### config.mk
export PLATFORM = sky130hd
export DESIGN_NAME = drive_command_watchdog
export DESIGN_NICKNAME = d
export VERILOG_FILES = /design/src/dcw_pkg.sv /design/src/dcw_led_div.sv /design/src/drive_command_watchdog.sv
export SDC_FILE = /design/constraint.sdc
export NUM_CORES = 1
export LEC_CHECK = 0
export BUFFER_PORTS_ARGS = -buffer_cell sky130_fd_sc_hd__buf_4
export CAP_MARGIN = 40
export CORE_MARGIN = 2
export CORE_UTILIZATION = 45
export DETAILED_ROUTE_END_ITERATION = 7
export PLACE_DENSITY = 0.72
export SLEW_MARGIN = 20
export SYNTH_ARGS = -nofsm -noshare
export SYNTH_HDL_FRONTEND = slang
export SYNTH_SLANG_ARGS = --single-unit
### constraint.sdc
create_clock -name clk -period 9.5 [get_ports clk]
set_clock_uncertainty 0.2 [all_clocks]
set_input_delay 2.375 -clock clk [delete_from_list [all_inputs] [get_ports clk]]
set_output_delay 2.375 -clock clk [all_outputs]
set_load 0.03 [all_outputs]
### src/dcw_pkg.sv
// Types and codes of the drive command watchdog.
`default_nettype none

package dcw_pkg;

	localparam int SP_PORT_BITS   = 48;
	localparam int SP_MAX_BITS    = 64;
	localparam int CFG_DATA_BITS  = 16;
	localparam int CFG_INDEX_BITS = 1;
	localparam int TOTAL_BITS     = 32;

	// Register indexes
	localparam logic [CFG_INDEX_BITS-1:0] CFG_TIMEOUT_TICKS = 1'd0;
	localparam logic [CFG_INDEX_BITS-1:0] CFG_LED_PERIOD    = 1'd1;

	// Register reset values
	localparam logic [CFG_DATA_BITS-1:0] TIMEOUT_RESET = 16'd10;
	localparam logic [CFG_DATA_BITS-1:0] LED_RESET     = 16'd50;

	// Received command codes
	localparam logic [2:0] CMD_NONE     = 3'd0;
	localparam logic [2:0] CMD_COAST    = 3'd1;
	localparam logic [2:0] CMD_BRAKE    = 3'd2;
	localparam logic [2:0] CMD_VELOCITY = 3'd3;
	localparam logic [2:0] CMD_HEADING  = 3'd4;

	// Latched modes
	localparam logic [1:0] MODE_COAST    = 2'd0;
	localparam logic [1:0] MODE_BRAKE    = 2'd1;
	localparam logic [1:0] MODE_VELOCITY = 2'd2;
	localparam logic [1:0] MODE_HEADING  = 2'd3;

	// Receive actions
	localparam logic [1:0] RX_NONE  = 2'd0;
	localparam logic [1:0] RX_STOP  = 2'd1;
	localparam logic [1:0] RX_BRAKE = 2'd2;

	// Drive actions
	localparam logic [1:0] DRV_RAMP     = 2'd0;
	localparam logic [1:0] DRV_VELOCITY = 2'd1;
	localparam logic [1:0] DRV_HEADING  = 2'd2;

	typedef struct packed {
		logic                    tick_due;
		logic                    cmd_valid;
		logic [2:0]              command;
		logic [SP_PORT_BITS-1:0] setpoint_in;
	} in_item_t;

	typedef struct packed {
		logic                    pid_reset;
		logic [1:0]              rx_action;
		logic                    timeout_stop;
		logic [1:0]              drive_action;
		logic [SP_PORT_BITS-1:0] setpoint_out;
		logic                    led_toggle;
		logic                    link_online;
		logic [TOTAL_BITS-1:0]   timeouts_seen;
	} out_item_t;

endpackage

`default_nettype wire

### src/dcw_led_div.sv
// Status LED tick divider: pulses once every led_period ticks.
`default_nettype none

module dcw_led_div (
	input  wire logic                              clk,
	input  wire logic                              arst_n,
	input  wire logic                              advance,
	input  wire logic [dcw_pkg::CFG_DATA_BITS-1:0] period,
	output logic                                   toggle
);

	logic [dcw_pkg::CFG_DATA_BITS-1:0] count_q;
	logic [dcw_pkg::CFG_DATA_BITS-1:0] count_inc;

	// Step the count; fire and restart when it reaches the period
	always_comb begin
		count_inc = count_q + 1'b1;
		toggle    = (count_inc >= period);
	end

	// Advance only on an accepted tick
	always_ff @(posedge clk or negedge arst_n) begin
		if (!arst_n) begin
			count_q <= '0;
		end else if (advance) begin
			count_q <= toggle ? '0 : count_inc;
		end
	end

endmodule

`default_nettype wire

### src/drive_command_watchdog.sv
// Drive command watchdog: per-tick link supervisor with a registered result.
// A tick item's result is registered and shows in out_data the cycle after acceptance.
// Throughput: one item per cycle unless a result waits with out_ready low; a new item
// enters as the previous result is taken. Items with tick_due low give no result.
// Reset (arst_n low, asynchronous): counters and flags clear, mode coast,
// timeout_ticks 10, led_period 50, no result pending.
`default_nettype none

module drive_command_watchdog #(
	parameter int SETPOINT_BITS = 48,
	parameter int TICK_BITS     = 32
) (
	input  wire logic                               clk,
	input  wire logic                               arst_n,
	input  wire logic                               in_valid,
	output logic                                    in_ready,
	input  wire dcw_pkg::in_item_t                  in_data,
	output logic                                    out_valid,
	input  wire logic                               out_ready,
	output dcw_pkg::out_item_t                      out_data,
	input  wire logic                               cfg_we,
	input  wire logic [dcw_pkg::CFG_INDEX_BITS-1:0] cfg_index,
	input  wire logic [dcw_pkg::CFG_DATA_BITS-1:0]  cfg_data
);

	// Configuration
	logic [dcw_pkg::CFG_DATA_BITS-1:0] timeout_q;
	logic [dcw_pkg::CFG_DATA_BITS-1:0] led_period_q;

	// Link state
	logic [TICK_BITS-1:0]           tick_q;
	logic [TICK_BITS-1:0]           last_rx_q;
	logic                           online_q;
	logic                           enabled_q;
	logic [1:0]                     mode_q;
	logic [SETPOINT_BITS-1:0]       setpoint_q;
	logic [dcw_pkg::TOTAL_BITS-1:0] total_q;

	// Result register
	logic               out_valid_q;
	dcw_pkg::out_item_t out_data_q;

	// Next-state and result terms
	logic                           accept;
	logic                           tick_acc;
	logic                           led_toggle;
	logic [TICK_BITS-1:0]           tick_n;
	logic [TICK_BITS-1:0]           last_rx_n;
	logic                           online_rx;
	logic                           online_n;
	logic                           enabled_rx;
	logic                           enabled_n;
	logic [1:0]                     mode_n;
	logic [SETPOINT_BITS-1:0]       setpoint_n;
	logic [dcw_pkg::TOTAL_BITS-1:0] total_n;
	logic                           pid_reset;
	logic [1:0]                     rx_action;
	logic                           timed_out;
	logic                           timeout_stop;
	logic [1:0]                     drive_action;
	logic [TICK_BITS-1:0]           since_rx;
	logic [dcw_pkg::SP_MAX_BITS-1:0] sp_in_wide;
	logic [dcw_pkg::SP_MAX_BITS-1:0] sp_out_wide;

	// Take an item whenever the result slot is free or being emptied
	assign in_ready  = !out_valid_q || out_ready;
	assign accept    = in_valid && in_ready;
	assign tick_acc  = accept && in_data.tick_due;
	assign out_valid = out_valid_q;
	assign out_data  = out_data_q;

	dcw_led_div u_led (
		.clk     (clk),
		.arst_n  (arst_n),
		.advance (tick_acc),
		.period  (led_period_q),
		.toggle  (led_toggle)
	);

	// Fit the setpoint between the port width and the stored width
	assign sp_in_wide  = dcw_pkg::SP_MAX_BITS'(in_data.setpoint_in);
	assign sp_out_wide = dcw_pkg::SP_MAX_BITS'(setpoint_n);

	// Apply the received command, then the timeout check, then pick the drive action
	always_comb begin
		tick_n       = tick_q + 1'b1;
		last_rx_n    = last_rx_q;
		online_rx    = online_q;
		enabled_rx   = enabled_q;
		mode_n       = mode_q;
		setpoint_n   = setpoint_q;
		pid_reset    = 1'b0;
		rx_action    = dcw_pkg::RX_NONE;
		if (in_data.cmd_valid) begin
			last_rx_n = tick_n;
			pid_reset = !online_q;
			online_rx = 1'b1;
			unique case (in_data.command)
				dcw_pkg::CMD_COAST: begin
					mode_n     = dcw_pkg::MODE_COAST;
					rx_action  = dcw_pkg::RX_STOP;
					enabled_rx = 1'b0;
				end
				dcw_pkg::CMD_BRAKE: begin
					mode_n     = dcw_pkg::MODE_BRAKE;
					rx_action  = dcw_pkg::RX_BRAKE;
					enabled_rx = 1'b0;
				end
				dcw_pkg::CMD_VELOCITY, dcw_pkg::CMD_HEADING: begin
					mode_n     = (in_data.command == dcw_pkg::CMD_VELOCITY) ?
					             dcw_pkg::MODE_VELOCITY : dcw_pkg::MODE_HEADING;
					setpoint_n = sp_in_wide[SETPOINT_BITS-1:0];
					enabled_rx = 1'b1;
				end
				default: begin
					// none or unknown code: stamp and go online, latch nothing
				end
			endcase
		end

		since_rx     = tick_n - last_rx_n;
		timed_out    = !online_rx || (since_rx > TICK_BITS'(timeout_q));
		timeout_stop = timed_out && enabled_rx;
		enabled_n    = enabled_rx && !timeout_stop;
		online_n     = online_rx && !timeout_stop;
		total_n      = timeout_stop ? total_q + 1'b1 : total_q;

		drive_action = dcw_pkg::DRV_RAMP;
		if (!timed_out && enabled_rx) begin
			unique case (mode_n)
				dcw_pkg::MODE_VELOCITY: drive_action = dcw_pkg::DRV_VELOCITY;
				dcw_pkg::MODE_HEADING:  drive_action = dcw_pkg::DRV_HEADING;
				dcw_pkg::MODE_COAST,
				dcw_pkg::MODE_BRAKE:    drive_action = dcw_pkg::DRV_RAMP;
			endcase
		end
	end

	// Write configuration registers
	always_ff @(posedge clk or negedge arst_n) begin
		if (!arst_n) begin
			timeout_q    <= dcw_pkg::TIMEOUT_RESET;
			led_period_q <= dcw_pkg::LED_RESET;
		end else if (cfg_we) begin
			unique case (cfg_index)
				dcw_pkg::CFG_TIMEOUT_TICKS: timeout_q    <= cfg_data;
				dcw_pkg::CFG_LED_PERIOD:    led_period_q <= cfg_data;
			endcase
		end
	end

	// Advance link state on each accepted tick
	always_ff @(posedge clk or negedge arst_n) begin
		if (!arst_n) begin
			tick_q     <= '0;
			last_rx_q  <= '0;
			online_q   <= 1'b0;
			enabled_q  <= 1'b0;
			mode_q     <= dcw_pkg::MODE_COAST;
			setpoint_q <= '0;
			total_q    <= '0;
		end else if (tick_acc) begin
			tick_q     <= tick_n;
			last_rx_q  <= last_rx_n;
			online_q   <= online_n;
			enabled_q  <= enabled_n;
			mode_q     <= mode_n;
			setpoint_q <= setpoint_n;
			total_q    <= total_n;
		end
	end

	// Hold the result until taken
	always_ff @(posedge clk or negedge arst_n) begin
		if (!arst_n) begin
			out_valid_q <= 1'b0;
		end else if (tick_acc) begin
			out_valid_q <= 1'b1;
		end else if (out_ready) begin
			out_valid_q <= 1'b0;
		end
	end

	// Load the result item
	always_ff @(posedge clk) begin
		if (tick_acc) begin
			out_data_q.pid_reset     <= pid_reset;
			out_data_q.rx_action     <= rx_action;
			out_data_q.timeout_stop  <= timeout_stop;
			out_data_q.drive_action  <= drive_action;
			out_data_q.setpoint_out  <= sp_out_wide[dcw_pkg::SP_PORT_BITS-1:0];
			out_data_q.led_toggle    <= led_toggle;
			out_data_q.link_online   <= online_n;
			out_data_q.timeouts_seen <= total_n;
		end
	end

endmodule

`default_nettype wire

Word level (Yosys, flattened, before mapping)
Cells that the tools add are included.
W data, S select, Z words.
{"block": "totals", "regBits": 285, "out_inout_bits": 90, "word_cells": 68}
{"block": "classes", "n_addsub": 4, "order_cmp": 2, "eq_ne": 7, "mux": 15, "n_bitwise": 1, "reduce_logical": 20}
{"operator": "$mux W48", "count": 2}
{"operator": "$add A32 B1 Y32 const B", "count": 2}
{"operator": "$mux W32", "count": 2}
{"operator": "$gt A32 B16 Y1", "count": 1}
{"operator": "$sub A32 B32 Y32", "count": 1}
{"operator": "$add A16 B1 Y16 const B", "count": 1}
{"operator": "$ge A16 B16 Y1", "count": 1}
{"operator": "$mux W16", "count": 1}
{"operator": "$pmux W2 S3", "count": 2}
{"operator": "$eq A3 B2 Y1 const B", "count": 2}
{"operator": "$logic_and A1 B1 Y1", "count": 6}
{"operator": "$reduce_or A2 Y1", "count": 3}
{"operator": "$logic_not A1 Y1", "count": 5}
{"operator": "$mux W1", "count": 5}
{"operator": "$eq A2 B2 Y1 const B", "count": 2}
{"operator": "$pmux W2 S2", "count": 1}
{"operator": "$reduce_and A2 Y1", "count": 2}
{"operator": "$eq A3 B1 Y1 const B", "count": 1}
{"operator": "$eq A3 B3 Y1 const B", "count": 1}
{"operator": "$eq A2 B1 Y1 const B", "count": 1}
{"operator": "$logic_not A2 Y1", "count": 1}
{"operator": "$logic_or A1 B1 Y1", "count": 2}
{"operator": "$mux W2", "count": 1}
{"operator": "$pmux W1 S2", "count": 1}
{"operator": "other kinds (2)", "count": 2}

Depth between registers and ports, before layout
{"block": "logic_depth", "ltp_word": 8, "ltp_mapped": 36}

By module
From an unflattened synthesis, not the netlist that was laid out.
{"block": "unflattened", "hier_cells": 1701, "hier_area_um2": 16737.3}
{"mod": "drive_command_watchdog", "n_inst": 1, "cells_each": 1548, "area_each_um2": 15392.3, "seq_area_each_um2": 7178.1}
{"mod": "dcw_led_div", "n_inst": 1, "cells_each": 153, "area_each_um2": 1345.0, "seq_area_each_um2": 400.4}

Worst setup path before layout
OpenSTA, ideal clock, no wires.
{"block": "synth_timing", "path_kind": "input -> register", "startpoint": "in in_data[51] in the netlist's numbering", "endpoint": "reg out_data_q, in the netlist out_data[12] (data pin)", "setup_ps": 266, "t_arrival_ps": 8497, "required_ps": 9034, "setup_slack_ps": 538, "cell_stages": 33, "n_path_buf": 9, "path_cell_list": "clkbuf_1 > clkbuf_1 > buf_2 > buf_2 > buf_1 > buf_2 > buf_1 > mux2i_1 > inv_1 > fa_1 > inv_1 > a21oi_1 > o41ai_1 > a21oi_1 > a21oi_1 > a211o_1 > a21oi_1 > nor2b_1 > a211o_1 > a32oi_1 > ha_1 > o21a_1 > o21ai_0 > a31oi_1 > nor4_1 > nand4_1 > nor4b_1 > nand4_1 > nor4_2 > buf_6 > buf_4 > nor3_1 > xor2_1"}
{"block": "synth_between", "elab_chain_cells": 6, "elab_cells_between_ends": 9, "cone_classes": "1 x add/sub; 1 x order compare; 4 x mux; 3 x reduce/logical"}
{"element": "start: declaration", "line": "drive_command_watchdog.sv:17", "text": "input wire dcw_pkg::in_item_t in_data,"}
{"element": "$mux W32", "line": "drive_command_watchdog.sv:94", "text": "if (in_data.cmd_valid) begin"}
{"element": "via last_rx_n[1]", "line": "drive_command_watchdog.sv:48", "text": "logic [TICK_BITS-1:0] last_rx_n;"}
{"element": "$sub A32 B32 Y32", "line": "drive_command_watchdog.sv:121", "text": "since_rx = tick_n - last_rx_n;"}
{"element": "$gt A32 B16 Y1", "line": "drive_command_watchdog.sv:122", "text": "timed_out = !online_rx || (since_rx > TICK_BITS'(timeout_q));"}
{"element": "$logic_or A1 B1 Y1", "line": "drive_command_watchdog.sv:122"}
{"element": "$logic_and A1 B1 Y1", "line": "drive_command_watchdog.sv:123", "text": "timeout_stop = timed_out && enabled_rx;"}
{"element": "$mux W32", "line": "drive_command_watchdog.sv:126", "text": "total_n = timeout_stop ? total_q + 1'b1 : total_q;"}
{"element": "via total_n, one bit", "line": "drive_command_watchdog.sv:55", "text": "logic [dcw_pkg::TOTAL_BITS-1:0] total_n;"}
{"element": "end: declaration", "line": "drive_command_watchdog.sv:41", "text": "dcw_pkg::out_item_t out_data_q;"}
The timed path passes the listed nets, and every way through them passes these cells.
A chain may end at the register's enable or synchronous reset.

Worst setup path after layout
{"block": "layout_timing", "startpoint": "in in_data[51] in the netlist's numbering", "endpoint": "reg out_data_q, in the netlist out_data[11] (data pin)"}
The elaborated chain is that of the path after synthesis.

==> flow_summary_export.csv <==
group,metric,value,unit
layout,area_growth,15.6,%
setup_path,crit_path_start_kind,"input pin",
power_and_ir_drop,pwr-share-seq,37.8,%
floorplan,start_util,45.4,%
clock_network,post_cts_resized,0,
timing,finalSetupViolations,0,
synthesis,synth_top_family_by_area,"simple AND/OR/NAND/NOR gates",
setup_path,worstReg2RegStart,"tick_q[2]",
setup_path,ff2ff_setup_slack,2000,ps
detailed_routing,vias,13500,
detailed_routing,routedWlPerCell,17.1,um
layout,layout.nets,1985,
clock_network,ctsHoldBuffers,0,
synthesis,synth_edf_count,88,
hold_path,hold_start,"setpoint_q[9]",
power_and_ir_drop,leakagePower,8.96,nW
setup_path,reg2reg_depth,27,
layout,fillers,3307,
timing,fin_crit_sh,86.9,%
synthesis,synth_fa_ha_area_share,4.01,%
setup_path,reg2reg_to,"out_data[11]",
timing,fmax,121,MHz
layout,drive_above_1_share,19.0,%
synthesis,ys_warn_count,0,
placed_design,place_hpwl,28700,um
timing,fin_setup_tns,0,ps
global_route,antenna_found_initial,0,
detailed_routing,drc_errors,0,
power_and_ir_drop,max-vdd-ir-drop,0.233,mV
detailed_routing,drt-initial-drc-count,860,
clock_network,postCtsSetupBuffers,0,
synthesis,synth_ff_type,"dfrtp_1",
floorplan,die_w,198,um
global_route,met3_usage,3.22,%
placed_design,placed_area,18600,um2
floorplan,dieArea,39300,um2
synthesis,synth_nets,1867,
synthesis,syn_inst,1744,
layout,fin_cells,2396,
power_and_ir_drop,swShare,34.0,%
clock_network,cts_tree,"done",
placed_design,place_congestion,0.903,
power_and_ir_drop,p_comb_share,33.6,%
timing,fin_crit,8260,ps
layout,fin_area,19600,um2
synthesis,yosys.cell_types.count,101,
global_route,use_met1,27.9,%
clock_network,clk_pin_slew_worst_paths,60,ps
timing,hold_violations,0,
clock_network,htree_levels,1,
setup_path,end_kind,"flip-flop",
setup_path,crit_type,"in -> reg",
detailed_routing,ant_nets,0,
clock_network,cts_sinks,285,
clock_network,cts_root_buf,"clkbuf_16",
floorplan,io_pins,165,
clock_network,insertion_delay,570,ps
synthesis,synthXorXnorAreaFrac,9.37,%
detailed_routing,viasPerCell,5.62,
synthesis,synth-async-reset-ratio,69.1,%
global_route,grt_pass1_wl,66500,um
layout,utilization,52.5,%
detailed_routing,wirelength,40900,um
synthesis,synth_compound_area_share,12.1,%
power_and_ir_drop,clock_power_share,28.6,%
power_and_ir_drop,power_density,210,nW/um2
placed_design,portBuffers,164,
layout,diodes,0,
power_and_ir_drop,net-switching-power,0.00140,W
clock_network,cts_buffers,31,
detailed_routing,drt_pre_antenna_iters,6,
floorplan,coreArea,37400,um2
run,maxCapViolCount,0,
timing,relSlewSlack,50.1,%
global_route,grt_max_degree,73,
synthesis,synthMuxAreaShare,5.29,%
setup_path,required,9600,ps
placed_design,dp.cells,2339,
synthesis,yosys.area_share.simple,20.4,%
synthesis,netlist_area,17000,um2
floorplan,num_rows,71,
global_route,met2_usage,34.7,%
setup_path,cp.arrival,8360,ps
hold_path,holdPathStages,2,
global_route,grt_pass1_vias,13200,
floorplan,die_y,198,um
clock_network,cts_max_path_buffers,3,
run_status,status,"finished clean",
synthesis,ys_ff_latch,285,
hold_path,holdPathEnd,"setpoint_q[9]",
setup_path,critPathMaxFanout,38,
timing,worstMarginPinSlew,749,ps
hold_path,hp-class,"reg -> reg",
global_route,grt-busiest-layer,"met2",
timing,drv_slew,0,
global_route,grt_overflow,0,
power_and_ir_drop,internal_power,0.00272,W
synthesis,avgSynthCellArea,9.73,um2
global_route,track_usage,20.8,%
timing,rsz0062_at_grt,"no",
synthesis,ys_seq_area_share,44.7,%
[per-stage QoR]
stage,worst slack [ps],power (W),hold WS [ps]
after CTS,1350,0.00413,273
after detailed placement,777,0.00293,258
after global routing,720,0.00436,289
after global placement,988,0.00289,252
final,1240,0.00411,266
after floorplan,538,0.00257,240
[registers in the layout, summed over array words and instances, names as in the netlist]
name,cells
out_valid,1
setpoint_q,48
led_period_q,16
out_data,88
online_q,1
last_rx_q,32
tick_q,32
mode_q,2
u_led.count_q,16
enabled_q,1
timeout_q,16
total_q,32
[layer usage]
layer	share of wire, %	up-vias	wire, um
li1	-	6437	-
met1	44	6545	18000
met2	48	395	19500
met3	5.6	82	2300
met4	2.7	0	1100
met5	0	-	0
[worst max-delay path: stages]
cell,delay (ps)
buf_4,150
inv_1,200
o21ai_0,160
ha_1,240
fa_1,410
inv_1,70
a21oi_1,90
o41ai_1,80
a21oi_1,180
a21oi_1,410
a211o_1,300
a21oi_1,110
nor2b_1,150
a211o_1,270
a32oi_1,200
ha_1,290
o21a_1,170
o21ai_0,140
a31oi_1,80
nor4_1,310
nand4_1,130
nor4b_1,350
nand4_1,210
nor4_4,490
buf_4,470
nor4_1,130
xor2_1,160
[synth_stat cells (15+ instances only)]
cell type,instances,share of area (%)
ha_1,47,3.5
inv_1,67,1.5
dfrtp_1,192,28
nor3b_1,15,0.66
and3_1,31,1.1
o21ai_0,99,2.9
nor2b_1,15,0.55
nand2_1,284,6.3
nor2_1,82,1.8
edfxtp_1,88,16
xor2_1,89,4.6
a21oi_1,52,1.5
nand4_1,29,1.1
xnor2_1,69,3.6
nand3_1,48,1.4
mux2_2,73,4.8
clkbuf_1,55,1.2
nor4_1,28,1.0
nor3_1,56,1.7
buf_2,18,0.53
a21o_1,24,1.1
[cells by family after synthesis]
family	after synthesis
AND/OR/NAND/NOR	680
AO/OA/AOI/OAI	309
flip-flops	285
XOR/XNOR	168
buffers and inverters	167
multiplexers	80
adder cells (fa/ha/maj)	55
[cells in the final DEF (no fill, tap or decap), types with 12 or more instances in the layout]
cell type and count:
a21oi_1 52, nor2_1 82, and2_1 12, nor4_1 28, nor2b_1 14, xor2_1 89
clkbuf_16 31, nor3b_1 15, nand4_1 29, dfrtp_1 192, ha_1 47, mux2_2 73
nand3_1 47, nor3_1 56, inv_1 66, buf_4 177, and3_1 31, a21o_1 24
edfxtp_1 88, o21ai_0 99, xnor2_1 69, a31oi_1 14, nand2_1 284, or2_2 12
[layout make-up]
class	count	area, um2	share of cell area (%)
Clock buffer	41	833	4.25
Clock inverter	15	145	0.740
Inverter	68	260	1.33
Multi-Input combinational cell	1292	8720	44.4
Sequential cell	285	7580	38.6
Tap cell	511	639	3.26
Timing Repair Buffer	184	1450	7.38
[power groups by stage]
stage / Combinational [W] / Clock, W / Sequential (W)
after floorplan: 0.000991 / 0 / 0.00157
after global placement: 0.00132 / 0 / 0.00157
after detailed placement: 0.00135 / 0 / 0.00158
after CTS: 0.00137 / 0.00121 / 0.00155
after global routing: 0.00153 / 0.00126 / 0.00157
final: 0.00138 / 0.00118 / 0.00155
[worst max-delay path by stage]
stage	endpoint	cells past startpoint	from	slack (ps)
after global routing	out_data[10]	30	in_data[51]	720
after detailed placement	out_data[11]	27	in_data[51]	780
after floorplan	out_data[12]	33	in_data[51]	540
after CTS	out_data[11]	27	in_data[51]	1350
final	out_data[11]	27	in_data[51]	1240
after global placement	out_data[11]	27	in_data[51]	990
Note: power is estimated with default switching activity, not from simulation.
